<file path="src/sv/itf_pkg.sv">
`default_nettype none
// ----------------------------------------------------------------------------
// itf_pkg: shared types and constants
// Item formats, the classified work descriptor, back-end states and the
// ASCII constants used by the integer-to-text formatter.
// ----------------------------------------------------------------------------
package itf_pkg;

  localparam int DIGIT_SLOTS = 11;
  localparam int DIGIT_IDX_W = $clog2(DIGIT_SLOTS);
  localparam int DIGIT_CNT_W = $clog2(DIGIT_SLOTS + 1);

  localparam int Q_DEPTH = 2;

  // format_flags bit positions
  localparam int FL_LEFT   = 0;
  localparam int FL_PLUS   = 1;
  localparam int FL_SIGNED = 2;
  localparam int FL_PREFIX = 3;
  localparam int FL_ZERO   = 4;
  localparam int FL_LOWER  = 5;

  // mode codes
  localparam logic [1:0] MODE_DEC = 2'd0;
  localparam logic [1:0] MODE_OCT = 2'd1;

  // divide by 10: q = (x * DEC_RECIP) >> DEC_SHIFT, exact for 32-bit x
  localparam logic [31:0] DEC_RECIP = 32'hCCCC_CCCD;
  localparam int          DEC_SHIFT = 35;

  localparam logic [7:0] CH_SPACE = 8'h20;
  localparam logic [7:0] CH_PLUS  = 8'h2B;
  localparam logic [7:0] CH_MINUS = 8'h2D;
  localparam logic [7:0] CH_ZERO  = 8'h30;
  localparam logic [7:0] CH_A_UP  = 8'h41;
  localparam logic [7:0] CH_X_UP  = 8'h58;
  localparam logic [7:0] CH_A_LO  = 8'h61;
  localparam logic [7:0] CH_X_LO  = 8'h78;

  typedef enum logic [1:0] {
    RDX_DEC,
    RDX_OCT,
    RDX_HEX
  } radix_t;

  typedef enum logic [2:0] {
    BK_IDLE,
    BK_MUL,
    BK_DIV,
    BK_PLAN,
    BK_EMIT
  } bk_state_t;

  typedef struct packed {
    logic [31:0] value;
    logic [1:0]  mode;
    logic [6:0]  min_width;
    logic [5:0]  format_flags;
  } in_item_t;

  typedef struct packed {
    logic [7:0] out_char;
    logic       last_char;
  } out_item_t;

  typedef struct packed {
    logic [31:0] mag;
    radix_t      radix;
    logic        has_sign;
    logic        minus;
    logic [1:0]  prefix_len;
    logic [6:0]  width;
    logic        left;
    logic        zero;
    logic        lower;
  } desc_t;

  function automatic logic [7:0] digit_char(input logic [3:0] d, input logic lower);
    logic [7:0] base;
    base = lower ? CH_A_LO : CH_A_UP;
    if (d < 4'd10) begin
      return CH_ZERO + {4'd0, d};
    end
    return base + {4'd0, d} - 8'd10;
  endfunction

endpackage
`default_nettype wire

</file>
<file path="src/sv/itf_front.sv">
`default_nettype none
// ----------------------------------------------------------------------------
// itf_front: item intake and classification
// Takes input items, resolves sign, magnitude, radix, prefix and the
// saturated field width, and holds the descriptor until the queue takes it.
// ----------------------------------------------------------------------------
module itf_front #(
  parameter int MAX_WIDTH = 64
) (
  input  wire               clk,
  input  wire               rst,
  input  wire               in_valid,
  output logic              in_ready,
  input  itf_pkg::in_item_t in_item,
  output logic              push_valid,
  input  wire               push_ready,
  output itf_pkg::desc_t    push_desc
);
  import itf_pkg::*;

  desc_t  cls;
  logic   neg;
  logic   in_go;

  assign in_ready = !push_valid || push_ready;
  assign in_go    = in_valid && in_ready;

  always_comb begin
    cls = '0;
    neg = (in_item.format_flags[FL_SIGNED] || in_item.format_flags[FL_PLUS]) &&
          in_item.value[31];
    unique case (in_item.mode)
      MODE_DEC: cls.radix = RDX_DEC;
      MODE_OCT: cls.radix = RDX_OCT;
      default:  cls.radix = RDX_HEX;   // modes 2 and 3 print as hex
    endcase
    cls.mag      = neg ? (~in_item.value + 32'd1) : in_item.value;
    cls.minus    = neg;
    cls.has_sign = neg || in_item.format_flags[FL_PLUS];
    if (in_item.format_flags[FL_PREFIX]) begin
      cls.prefix_len = (cls.radix == RDX_OCT) ? 2'd1 :
                       (cls.radix == RDX_HEX) ? 2'd2 : 2'd0;
    end
    cls.width = (in_item.min_width > 7'(MAX_WIDTH)) ? 7'(MAX_WIDTH)
                                                    : in_item.min_width;
    cls.left  = in_item.format_flags[FL_LEFT];
    cls.zero  = in_item.format_flags[FL_ZERO];
    cls.lower = in_item.format_flags[FL_LOWER];
  end

  always_ff @(posedge clk) begin
    if (rst) begin
      push_valid <= 1'b0;
    end else if (in_go) begin
      push_valid <= 1'b1;
    end else if (push_ready) begin
      push_valid <= 1'b0;
    end
  end

  always_ff @(posedge clk) begin
    if (in_go) begin
      push_desc <= cls;
    end
  end

endmodule
`default_nettype wire

</file>
<file path="src/sv/itf_queue.sv">
`default_nettype none
// ----------------------------------------------------------------------------
// itf_queue: descriptor queue
// Short register FIFO between the front and back ends.
// ----------------------------------------------------------------------------
module itf_queue (
  input  wire            clk,
  input  wire            rst,
  input  wire            push_valid,
  output logic           push_ready,
  input  itf_pkg::desc_t push_desc,
  output logic           pop_valid,
  input  wire            pop_ready,
  output itf_pkg::desc_t pop_desc
);
  import itf_pkg::*;

  localparam int PTR_W = (Q_DEPTH > 1) ? $clog2(Q_DEPTH) : 1;
  localparam int CNT_W = $clog2(Q_DEPTH + 1);

  desc_t              slots [Q_DEPTH];
  logic [PTR_W-1:0]   wr_ptr;
  logic [PTR_W-1:0]   rd_ptr;
  logic [CNT_W-1:0]   count;
  logic               push_go;
  logic               pop_go;

  assign push_ready = (count != CNT_W'(Q_DEPTH));
  assign pop_valid  = (count != '0);
  assign push_go    = push_valid && push_ready;
  assign pop_go     = pop_valid && pop_ready;
  assign pop_desc   = slots[rd_ptr];

  always_ff @(posedge clk) begin
    if (rst) begin
      wr_ptr <= '0;
      rd_ptr <= '0;
      count  <= '0;
    end else begin
      if (push_go) begin
        wr_ptr <= (wr_ptr == PTR_W'(Q_DEPTH - 1)) ? '0 : wr_ptr + 1'b1;
      end
      if (pop_go) begin
        rd_ptr <= (rd_ptr == PTR_W'(Q_DEPTH - 1)) ? '0 : rd_ptr + 1'b1;
      end
      if (push_go && !pop_go) begin
        count <= count + 1'b1;
      end else if (pop_go && !push_go) begin
        count <= count - 1'b1;
      end
    end
  end

  always_ff @(posedge clk) begin
    if (push_go) begin
      slots[wr_ptr] <= push_desc;
    end
  end

endmodule
`default_nettype wire

</file>
<file path="src/sv/itf_back.sv">
`default_nettype none
// ----------------------------------------------------------------------------
// itf_back: digit conversion and character emission
// Splits the magnitude into digits (one per cycle for octal/hex; a multiply
// then remainder for decimal), lays out, streams one char per cycle unstalled.
// ----------------------------------------------------------------------------
module itf_back (
  input  wire                clk,
  input  wire                rst,
  input  wire                pop_valid,
  output logic               pop_ready,
  input  itf_pkg::desc_t     pop_desc,
  output logic               out_valid,
  input  wire                out_ready,
  output itf_pkg::out_item_t out_item
);
  import itf_pkg::*;

  bk_state_t              state;
  bk_state_t              state_next;
  desc_t                  cur;
  logic [31:0]            quot;
  logic [63:0]            prod;
  logic [DIGIT_CNT_W-1:0] dcount;
  logic [3:0]             digit_store [DIGIT_SLOTS];
  logic [6:0]             b1, b2, b3, b4, b5, total;
  logic [6:0]             k;

  logic                   pop_go;
  logic                   emit_go;
  logic [31:0]            q;
  logic [31:0]            q_dec;
  logic [3:0]             rem;
  logic                   conv_done;
  logic [6:0]             body, pad, lead, zeros, trail;
  logic [6:0]             p1, p2, p3, p4, p5, ptot;
  logic [6:0]             didx;
  logic [7:0]             ch;
  logic                   is_last;

  // ---- digit step
  assign q_dec = 32'(prod >> DEC_SHIFT);

  always_comb begin
    unique case (cur.radix)
      RDX_DEC: begin
        q   = q_dec;
        rem = quot[3:0] - ({q_dec[0], 3'b000} + {q_dec[2:0], 1'b0});
      end
      RDX_OCT: begin
        q   = {3'd0, quot[31:3]};
        rem = {1'b0, quot[2:0]};
      end
      RDX_HEX: begin
        q   = {4'd0, quot[31:4]};
        rem = quot[3:0];
      end
      default: begin
        q   = '0;
        rem = '0;
      end
    endcase
  end

  assign conv_done = (q == '0) || (dcount + 1'b1 == DIGIT_CNT_W'(DIGIT_SLOTS));

  // ---- field layout: region boundaries along the output text
  always_comb begin
    body  = 7'(cur.has_sign) + 7'(cur.prefix_len) + 7'(dcount);
    pad   = (cur.width > body) ? cur.width - body : 7'd0;
    lead  = (!cur.left && !cur.zero) ? pad : 7'd0;
    zeros = (!cur.left && cur.zero) ? pad : 7'd0;
    trail = cur.left ? pad : 7'd0;
    p1    = lead;
    p2    = p1 + 7'(cur.has_sign);
    p3    = p2 + 7'(cur.prefix_len);
    p4    = p3 + zeros;
    p5    = p4 + 7'(dcount);
    ptot  = p5 + trail;
  end

  // ---- character at position k
  assign didx    = b5 - 7'd1 - k;
  assign is_last = (k == total - 7'd1);

  always_comb begin
    if (k < b1) begin
      ch = CH_SPACE;
    end else if (k < b2) begin
      ch = cur.minus ? CH_MINUS : CH_PLUS;
    end else if (k < b3) begin
      ch = (k == b2) ? CH_ZERO : (cur.lower ? CH_X_LO : CH_X_UP);
    end else if (k < b4) begin
      ch = CH_ZERO;
    end else if (k < b5) begin
      ch = digit_char(digit_store[didx[DIGIT_IDX_W-1:0]], cur.lower);
    end else begin
      ch = CH_SPACE;
    end
  end

  // ---- control outputs
  always_comb begin
    pop_ready = (state == BK_IDLE);
    pop_go    = pop_ready && pop_valid;
    emit_go   = (state == BK_EMIT) && (!out_valid || out_ready);
  end

  // ---- next state
  always_comb begin
    state_next = state;
    unique case (state)
      BK_IDLE: begin
        if (pop_valid) begin
          state_next = (pop_desc.radix == RDX_DEC) ? BK_MUL : BK_DIV;
        end
      end
      BK_MUL:  state_next = BK_DIV;
      BK_DIV: begin
        if (conv_done) begin
          state_next = BK_PLAN;
        end else begin
          state_next = (cur.radix == RDX_DEC) ? BK_MUL : BK_DIV;
        end
      end
      BK_PLAN: state_next = BK_EMIT;
      BK_EMIT: begin
        if (emit_go && is_last) begin
          state_next = BK_IDLE;
        end
      end
      default: state_next = BK_IDLE;
    endcase
  end

  always_ff @(posedge clk) begin
    if (rst) begin
      state     <= BK_IDLE;
      out_valid <= 1'b0;
    end else begin
      state <= state_next;
      if (emit_go) begin
        out_valid <= 1'b1;
      end else if (out_ready) begin
        out_valid <= 1'b0;
      end
    end
  end

  always_ff @(posedge clk) begin
    if (pop_go) begin
      cur    <= pop_desc;
      quot   <= pop_desc.mag;
      dcount <= '0;
    end
    if (state == BK_MUL) begin
      prod <= {32'd0, quot} * {32'd0, DEC_RECIP};
    end
    if (state == BK_DIV) begin
      digit_store[dcount[DIGIT_IDX_W-1:0]] <= rem;
      dcount <= dcount + 1'b1;
      quot   <= q;
    end
    if (state == BK_PLAN) begin
      b1    <= p1;
      b2    <= p2;
      b3    <= p3;
      b4    <= p4;
      b5    <= p5;
      total <= ptot;
      k     <= '0;
    end
    if (emit_go) begin
      out_item.out_char  <= ch;
      out_item.last_char <= is_last;
      k                  <= k + 7'd1;
    end
  end

endmodule
`default_nettype wire

</file>
<file path="src/sv/integer_to_text_formatter.sv">
`default_nettype none
// ----------------------------------------------------------------------------
// integer_to_text_formatter: printf-style integer to ASCII text
// Formats a 32-bit value in octal, decimal or hex with sign, radix prefix,
// field-width padding and case control, one character per output item.
// ----------------------------------------------------------------------------
//
//  channel | dir | handshake             | payload
//  --------+-----+-----------------------+---------------------------------
//  in      | in  | in_valid / in_ready   | in_item: value, mode,
//          |     |                       |   min_width, format_flags
//  out     | out | out_valid / out_ready | out_item: out_char, last_char
//
// Flow: the front end classifies an item into a registered descriptor and
//   parks it in a two-entry queue. The back end picks it up in BK_IDLE, then
//   takes digits in BK_DIV, each decimal digit preceded by BK_MUL (the
//   reciprocal multiply is registered before the remainder step), lays out
//   the field in BK_PLAN and emits one character per cycle in BK_EMIT while
//   the output is not stalled.
// Reset: rst clears the handshake and sequencing state only.
// Stalls: out_ready low freezes emission; the front keeps accepting until
//   its holding register and the queue are full.
//
module integer_to_text_formatter #(
  parameter int MAX_WIDTH = 64
) (
  input  wire                clk,
  input  wire                rst,
  input  wire                in_valid,
  output logic               in_ready,
  input  itf_pkg::in_item_t  in_item,
  output logic               out_valid,
  input  wire                out_ready,
  output itf_pkg::out_item_t out_item
);
  import itf_pkg::*;

  // front -> queue
  logic  push_valid;
  logic  push_ready;
  desc_t push_desc;

  // queue -> back
  logic  pop_valid;
  logic  pop_ready;
  desc_t pop_desc;

  // intake: sign/magnitude, radix decode, width saturation
  itf_front #(
    .MAX_WIDTH (MAX_WIDTH)
  ) u_front (
    .clk        (clk),
    .rst        (rst),
    .in_valid   (in_valid),
    .in_ready   (in_ready),
    .in_item    (in_item),
    .push_valid (push_valid),
    .push_ready (push_ready),
    .push_desc  (push_desc)
  );

  // decouples intake from the long conversion/emission loop
  itf_queue u_queue (
    .clk        (clk),
    .rst        (rst),
    .push_valid (push_valid),
    .push_ready (push_ready),
    .push_desc  (push_desc),
    .pop_valid  (pop_valid),
    .pop_ready  (pop_ready),
    .pop_desc   (pop_desc)
  );

  // digit generation, field layout and the registered output stage
  itf_back u_back (
    .clk       (clk),
    .rst       (rst),
    .pop_valid (pop_valid),
    .pop_ready (pop_ready),
    .pop_desc  (pop_desc),
    .out_valid (out_valid),
    .out_ready (out_ready),
    .out_item  (out_item)
  );

  // ---- checks
  // Items inside the block: front register, two queue slots, the one in
  // conversion and a finished last char still in the output register.
  logic [2:0] items_open;
  logic       in_go;
  logic       last_go;

  assign in_go   = in_valid && in_ready;
  assign last_go = out_valid && out_ready && out_item.last_char;

  always_ff @(posedge clk) begin
    if (rst) begin
      items_open <= '0;
    end else if (in_go && !last_go) begin
      items_open <= items_open + 3'd1;
    end else if (last_go && !in_go) begin
      items_open <= items_open - 3'd1;
    end
  end

  a_open_bound: assert property (@(posedge clk) disable iff (rst)
    items_open <= 3'd5)
    else $error("more items in flight than storage allows");

  a_no_orphan_last: assert property (@(posedge clk) disable iff (rst)
    last_go |-> (items_open != 3'd0))
    else $error("final char delivered with no item outstanding");

  a_stall_source: assert property (@(posedge clk) disable iff (rst)
    !in_ready |-> (push_valid && !push_ready))
    else $error("intake stalled while the queue could take the descriptor");

  a_busy_output: assert property (@(posedge clk) disable iff (rst)
    (out_valid && !out_ready && !out_item.last_char) |=> out_valid)
    else $error("output dropped in the middle of a text");

endmodule
`default_nettype wire
</file>
<file path="config.mk">
export PLATFORM = sky130hd
export DESIGN_NAME = integer_to_text_formatter
export DESIGN_NICKNAME = d
export VERILOG_FILES = /design/src/sv/itf_pkg.sv /design/src/sv/itf_front.sv /design/src/sv/itf_queue.sv /design/src/sv/itf_back.sv /design/src/sv/integer_to_text_formatter.sv
export SDC_FILE = /design/constraint.sdc
export NUM_CORES = 2
export LEC_CHECK = 0
export ABC_AREA = 1
export BUFFER_PORTS_ARGS = -buffer_cell sky130_fd_sc_hd__buf_4
export CORE_AREA = 5 5 254 256
export CTS_BUF_LIST = sky130_fd_sc_hd__clkbuf_4
export DETAILED_ROUTE_END_ITERATION = 16
export DIE_AREA = 0 0 259 261
export HOLD_SLACK_MARGIN = 0.02
export PLACE_DENSITY = 0.71
export REMOVE_ABC_BUFFERS = 1
export SETUP_SLACK_MARGIN = 0.3
export SYNTH_ARGS = -nofsm -noshare
export SYNTH_HDL_FRONTEND = slang
export SYNTH_SLANG_ARGS = --single-unit
</file>
<file path="constraint.sdc">
create_clock -name clk -period 7.75 [get_ports clk]
set_input_delay 1.55 -clock clk [delete_from_list [all_inputs] [get_ports clk]]
set_output_delay 1.55 -clock clk [all_outputs]
set_load 0.05 [all_outputs]
</file>
## After elaboration in Yosys (flattened, before gate mapping)

Memory sizes are Yosys's and may differ from the RTL's. A register that Yosys moved wholly into a read port is not among the register bits.
Index checks and enable logic that the tools add are counted.

| operators by class | value |
|---|---|
| add/sub/neg operators | 23 |
| multiply operators | 1 |
| $lt $le $gt $ge | 8 |
| equality and inequality tests | 15 |
| multiplexer cells | 52 |
| bitwise operators | 2 |
| reduce and logical (&&, ||, !) cells | 34 |

Operators by type and width:

| operator | count |
|---|---|
| $mux W32 | 3 |
| $pmux W29 S3 | 1 |
| $mul A32 B32 Y64 const B | 1 |
| $mux W8 | 7 |
| $mux W7 | 6 |
| $lt A7 B7 Y1 | 5 |
| $add A32 B1 Y32 const B | 1 |
| $logic_not A32 Y1 | 1 |
| $not A32 Y32 | 1 |
| $mux W1 | 19 |
| $pmux W3 S5 | 1 |
| $add A7 B4 Y7 | 2 |
| $add A7 B7 Y7 | 2 |
| $eq A7 B7 Y1 | 2 |
| $mux W3 | 4 |
| $mux W6 | 2 |
| $pmux W4 S3 | 1 |
| $reduce_bool A2 Y1 | 6 |
| $logic_and A1 B1 Y1 | 10 |
| $mux W2 | 5 |
| $add A8 B4 Y8 | 1 |
| $mux W4 | 2 |
| $sub A4 B4 Y4 | 2 |
| $sub A8 B4 Y8 const B | 1 |
| other kinds (32) | 49 |

| word-level totals | value |
|---|---|
| flip-flop bits (word level) | 231 |
| bits in writable memories | 140 |
| input port bits | 51 |
| output and inout port bits | 11 |
| word-level logic and storage cells | 173 |
| memories | 2 |

Memory list:

| memory | depth | bits a word | read ports | clocked after memory_dff | wr ports | line | source |
|---|---|---|---|---|---|---|---|
| u_queue.slots | 2 | 48 | 1 | 1 | 1 | itf_queue.sv:21 | `desc_t slots [Q_DEPTH];` |
| u_back.digit_store | 11 | 4 | 1 | 0 | 1 | itf_back.sv:25 | `logic [3:0] digit_store [DIGIT_SLOTS];` |

## Depth between registers and ports, before layout

An unclocked memory read counts as a cell.

| depth | value |
|---|---|
| depth after elaboration | 15 |
| depth in mapped cells | 40 |
| mapped depth without buffers | 40 |

## Hierarchy

A second synthesis with hierarchy kept.

| unflattened totals | value |
|---|---|
| cells, all modules | 3505 |
| area total of the unflattened synthesis | 34440.5 um^2 |

By module, submodules not included:

| module | times used | cells each | area each (um^2) | seq. area each (um^2) |
|---|---|---|---|---|
| itf_back | 1 | 3000 | 27951.8 | 5545.3 |
| itf_queue | 1 | 186 | 3781.1 | 2982.9 |
| itf_front | 1 | 319 | 2707.6 | 1461.4 |

## Worst setup path after synthesis

OpenSTA, ideal clock, no wires.

| timing | value |
|---|---|
| kind | reg2reg |
| from | reg u_back.cur[10] (netlist name) |
| to | reg u_back.total[6] (data pin) |
| setup time | 0.253 ns |
| data arrival time | 6.323 ns |
| required time | 7.497 ns |
| setup slack | 1.174 ns |
| stages on the path, launching flop included | 38 |
| path buffers | 0 |
| period minus slack after synthesis | 6.576 ns |
| cell sequence | edfxtp_1 -> ha_1 -> ha_1 -> inv_1 -> fa_1 -> o21ai_0 -> nand2_1 -> ha_1 -> nand2_1 -> and3_4 -> nand2_4 -> nand2_2 -> or2_2 -> nor2_1 -> ha_1 -> ha_1 -> fa_1 -> inv_1 -> [... 2 more ...] -> ha_1 -> a21o_1 -> a31oi_1 -> xor2_1 -> inv_1 -> ha_1 -> nand2_1 -> nor2_1 -> a211oi_1 -> xor2_1 -> ha_1 -> nand2_1 -> nand2_1 -> a21oi_1 -> xnor2_1 -> inv_1 -> nand3_1 -> nand2_1 |

| between the ends | value |
|---|---|
| longest elaborated chain between the ends | 10 |
| elaborated cells between the ends (all ways) | 13 |
| those cells by class | add/sub (8); order compare (1); mux (4) |

Ends and longest elaborated chain:

| what | line | source |
|---|---|---|
| start, declared | itf_back.sv:21 | `desc_t cur;` |
| start signal, assigned | itf_back.sv:152 | `cur <= pop_desc;` |
| $add A1 B2 Y3 (*) | itf_back.sv:69 | `body = 7'(cur.has_sign) + 7'(cur.prefix_len) + 7'(dcount);` |
| $add A7 B4 Y7 (*) | itf_back.sv:69 |  |
| $sub A7 B7 Y7 / $gt A7 B7 Y1 (equally long branches) | itf_back.sv:70 | `pad = (cur.width > body) ? cur.width - body : 7'd0;` |
| $mux W7 (*) | itf_back.sv:70 |  |
| $mux W7 (*) | itf_back.sv:71 | `lead = (!cur.left && !cur.zero) ? pad : 7'd0;` |
| net u_back.lead[0] | itf_back.sv:35 | `logic [6:0] body, pad, lead, zeros, trail;` |
| $add A7 B1 Y7 (*) | itf_back.sv:75 | `p2 = p1 + 7'(cur.has_sign);` |
| net u_back.p2[0] | itf_back.sv:36 | `logic [6:0] p1, p2, p3, p4, p5, ptot;` |
| $add A7 B2 Y7 (*) | itf_back.sv:76 | `p3 = p2 + 7'(cur.prefix_len);` |
| net u_back.p3[2] | itf_back.sv:36 |  |
| $add A7 B7 Y7 (*) | itf_back.sv:77 | `p4 = p3 + zeros;` |
| net u_back.p4[3] | itf_back.sv:36 |  |
| $add A7 B4 Y7 (*) | itf_back.sv:78 | `p5 = p4 + 7'(dcount);` |
| net u_back.p5[4] | itf_back.sv:36 |  |
| $add A7 B7 Y7 (*) | itf_back.sv:79 | `ptot = p5 + trail;` |
| net u_back.ptot[6] | itf_back.sv:36 |  |
| end signal, assigned | itf_back.sv:170 | `total <= ptot;` |
| end, declared | itf_back.sv:26 | `logic [6:0] b1, b2, b3, b4, b5, total;` |

The timed path passes the listed nets; every way through them passes the cells marked *.
A chain may end at the register's enable or synchronous reset.

## Final worst setup path

| timing | value |
|---|---|
| from | reg u_back.quot[16] |
| to | reg u_back.prod[57] (data pin) |

| between the ends | value |
|---|---|
| longest elaborated chain between the ends | 1 |

Ends and longest elaborated chain:

| what | line | source |
|---|---|---|
| start, declared | itf_back.sv:22 | `logic [31:0] quot;` |
| start signal, assigned | itf_back.sv:153 | `quot <= pop_desc.mag;` |
| start signal, assigned | itf_back.sv:162 | `quot <= q;` |
| $mul A32 B32 Y64 | itf_back.sv:157 | `prod <= {32'd0, quot} * {32'd0, DEC_RECIP};` |
| end signal, assigned | itf_back.sv:157 |  |
| end, declared | itf_back.sv:23 | `logic [63:0] prod;` |

No other way between the ends.

==> metrics.md <==
| Metric | Value |
|---|---|
| Die footprint | 67600 sq um |
| Hold Crit Start | u_front.push_desc[13] |
| Sink Count | 336 |
| Largest delay share family, worst path | adder cells |
| Gp weighted congestion | 0.996 |
| IO Count | 62 |
| Critical Path Sink Type | flip-flop |
| CP max stage cell | edfxtp_1 |
| Largest stage delay on the critical path | 610 ps |
| Clock Tree Root | clkbuf_4 |
| # setup viols final | 0 |
| Final ANT Viol Nets | 0 |
| Share of layout cells above drive strength 1 | 7.73% |
| Met2 wire len | 42500 um |
| Fin Hold WS | 430 ps |
| Post-DP HPWL | 74400 um |
| Remaining DRCs | 0 |
| First-pass GRT wire length | 139000 um |
| Setup TNS Final | 0 ps |
| Die width | 259 um |
| Top layer in use | met4 |
| DRT Pass-1 Iters | 5 |
| Starting density of the core | 54.2% |
| Outcome | finished, final reports clean |
| Sequential-to-total area share from yosys stat | 29.6% |
| Slew headroom | 27.0% |
| CP bufs+invs | 2 |
| Final Hold Vio Count | 0 |
| Max-slew violations | 0 |
| Vias post-DR | 23.7k |
| Number of global-route vias before repair | 24.4k |
| Fin crit share | 92.3% |
| Synthesized area per cell | 9.90 sq um |
| Clk slew on worst S/H paths | 70 ps |
| FF-to-FF path depth | 21 |
| Prevailing post-synth register cell | edfxtp_1 |
| Initial DRC Count | 2087 |
| Async S/R FF share, synth | 0% |
| Crit path DAT | 7710 ps |
| Wire length per cell | 19.8 um |
| Worst-Margin Slew | 1090 ps |
| Die height | 261 um |
| Pre-CTS WS | 585 ps |
| Core Area | 62300 sq um |
| Most used cell along the critical path | fa_1 |
| Skew final | 71.9 ps |
| Routed wl met3 | 5440 um |
| Flop-to-flop setup slack | 590 ps |
| WL final | 88300 um |
| F_max | 140 MHz |
| # hold bufs at CTS | 0 |
| Count of flip-flops with a built-in enable after synthesis | 326 |
| Layout fillers | 5442 |
| FF-to-FF Start | u_back.quot[16] |
| Htree depth | 3 |
| Worst-path maximum fanout | 7 |
| Placement Rows | 92 |
| Post-layout min period | 7160 ps |
| Tot GR Track Use | 26.8% |
| Final Core Density | 58.5% |
| Worst setup endpoint | u_back.prod[57] |
| Worst Hold Class | reg2reg |
| Worst r2r dst | u_back.prod[57] |
| Synth warnings | 0 |
| Worst Hold Path Cells | 0 |
| Setup Crit Path Kind | reg2reg |
| CTS tree | done |
| Yosys cell types | 58 |
| Max clock buf depth | 3 |
| Clock buffer count from CTS | 84 |
| Post-synthesis cell count | 3413 |
| Area Overhead vs Synth | 7.90% |
| WP depth | 21 |
| Startpoint Class | flip-flop |
| Initial antenna violation count | 2 |
| M1 wire length | 37200 um |
| Synth Cell Area | 33800 sq um |
| Largest net degree at the start of global routing | 62 |
| Number of max-cap violations | 0 |
| RSZ-0062 raised after global routing | false |
| Layout Nets | 4436 |
| Final worst slack | 595 ps |
| #FFs+latches synth | 336 |
| Vias/cell | 5.32 |
| Crit-path cells | ha_1 -> inv_1 -> fa_1 -> fa_1 -> fa_1 -> fa_1 -> fa_1 -> inv_1 -> fa_1 -> fa_1 -> ha_1 -> nand2_1 -> nor2_1 -> nand2_1 -> nor3_1 -> nand3_1 -> nand3_1 -> nand2_1 -> o211ai_1 -> a21oi_1 -> xor2_1 |
| Critical Path Source | u_back.quot[16] |
| Global route total overflow | 0 |
| CP required | 8300 ps |
| Buffers added on ports | 60 |
| Clock Latency Late Sink | 820 ps |
## repair_timing
item / 4_1_cts / 5_1_grt
gates resized for setup: 0 / 13
hold endpoints to repair: 0 / 0
buffers inserted: 0 / 4
endpoints found under the setup margin: 0 / 8
## worst reg2reg max path: cells and delay by family (launching register included)
kind                     cells  cell delay, ps
adder cells (fa/ha/maj)      9            4550
buffers and inverters        2             240
XOR/XNOR                     1             160
flip-flops                   1             610
AND/OR/NAND/NOR              7            1000
AO/OA/AOI/OAI                2             350
## registers in the layout, indices dropped and copies added (netlist names), 4 cells and up, named ones only
name,count
u_back.digit_store,44
u_back.b1,7
u_back.total,7
u_front.push_desc,48
u_back.k,7
u_back.b5,7
u_back.prod,29
u_back.b4,7
u_back.b3,7
u_back.quot,32
u_back.b2,7
u_back.cur,16
u_back.out_item,8
u_back.dcount,4
u_queue.slots,96
## through the flow
stage,instances,cell area [sq um]
2_1_floorplan,3375,33600
3_5_place_dp,4305,35300
4_1_cts,4449,36400
3_3_place_gp,4305,35300
5_1_grt,4455,36400
6_report,4455,36400
## kinds of logic (layout without fill, tap and decap cells)
family,after synthesis,count (layout),synth area share (%)
AOI/OAI and AO/OA,404,404,6.92
xor gates and xnor gates,94,94,2.48
adders and majority gates,836,836,40.3
buffers and inverters,908,1102,10.1
DFF,336,336,29.6
other,1,3,0.0111
and+or+nand+nor,834,834,10.5
## Yosys cell counts, types with 8 or more instances
| cell type | instances | area [sq um] |
|---|---|---|
| or2_2 | 10 | 62.6 |
| o221ai_1 | 8 | 70.1 |
| dfxtp_1 | 10 | 200 |
| inv_1 | 862 | 3240 |
| o21ai_0 | 115 | 576 |
| ha_1 | 414 | 5180 |
| o211ai_1 | 16 | 120 |
| o22ai_1 | 16 | 100 |
| fa_1 | 422 | 8450 |
| nor2_1 | 226 | 848 |
| clkbuf_1 | 27 | 101 |
| xnor2_1 | 30 | 263 |
| nand3_1 | 64 | 320 |
| o21bai_1 | 12 | 90.1 |
| nand2_1 | 423 | 1590 |
| nand2_2 | 8 | 50.1 |
| o21a_1 | 8 | 60.1 |
| a31oi_1 | 42 | 263 |
| nand4_1 | 21 | 131 |
| a21oi_1 | 147 | 736 |
| a21o_1 | 9 | 67.6 |
| xor2_1 | 62 | 543 |
| edfxtp_1 | 326 | 9790 |
| nor3_1 | 42 | 210 |
## cell usage in the layout (no fill, tap or decap), types with 5 or more instances in the layout
master,count
inv_1,860
nand2_1,423
fa_1,422
ha_1,407
edfxtp_1,326
nor2_1,223
a21oi_1,147
clkbuf_4,114
o21ai_0,112
buf_4,88
nand3_1,64
xor2_1,62
a31oi_1,41
nor3_1,40
xnor2_1,30
clkinv_1,24
nand4_1,21
o22ai_1,16
o211ai_1,16
o21bai_1,12
or2_2,10
a21o_1,9
dfxtp_1,9
o221ai_1,8
nand2_2,8
o21a_1,8
o21ai_1,7
a221oi_1,7
nor4_1,7
inv_2,6
nor2_2,6
nor3_2,6
a21boi_0,6
nand3_2,5
ha_2,5
## metal layers
metal	global-route usage, %	vias to the layer above
met3	4.72	138
met2	45.1	735
met4	8.69	0
met5	0	-
li1	-	11200
met1	35.9	11600
## layout make-up
| type | count | area [sq um] | share of cell area, % |
|---|---|---|---|
| repair buffers | 88 | 661 | 1.81 |
| diodes | 2 | 5.00 | 0.0137 |
| clock buffers | 114 | 856 | 2.35 |
| well taps | 846 | 1060 | 2.90 |
| clock inverters | 30 | 166 | 0.457 |
| flip-flops and latches | 336 | 9990 | 27.4 |
| inverters | 870 | 3270 | 8.96 |
| multi-input cells | 2169 | 20400 | 56.1 |
## how the worst min path moves through the flow
stage	endpoint	slack, ps
global placement	u_queue.slots[0][2]	420
CTS	u_queue.slots[0][13]	410
global route	u_queue.slots[1][35]	440
finish	u_queue.slots[0][13]	430
detailed placement	u_queue.slots[1][28]	430
floorplan	u_queue.slots[0][0]	420
Power is not shown: default switching activity piles up to over one toggle a cycle in this logic, so the estimate is an artifact.
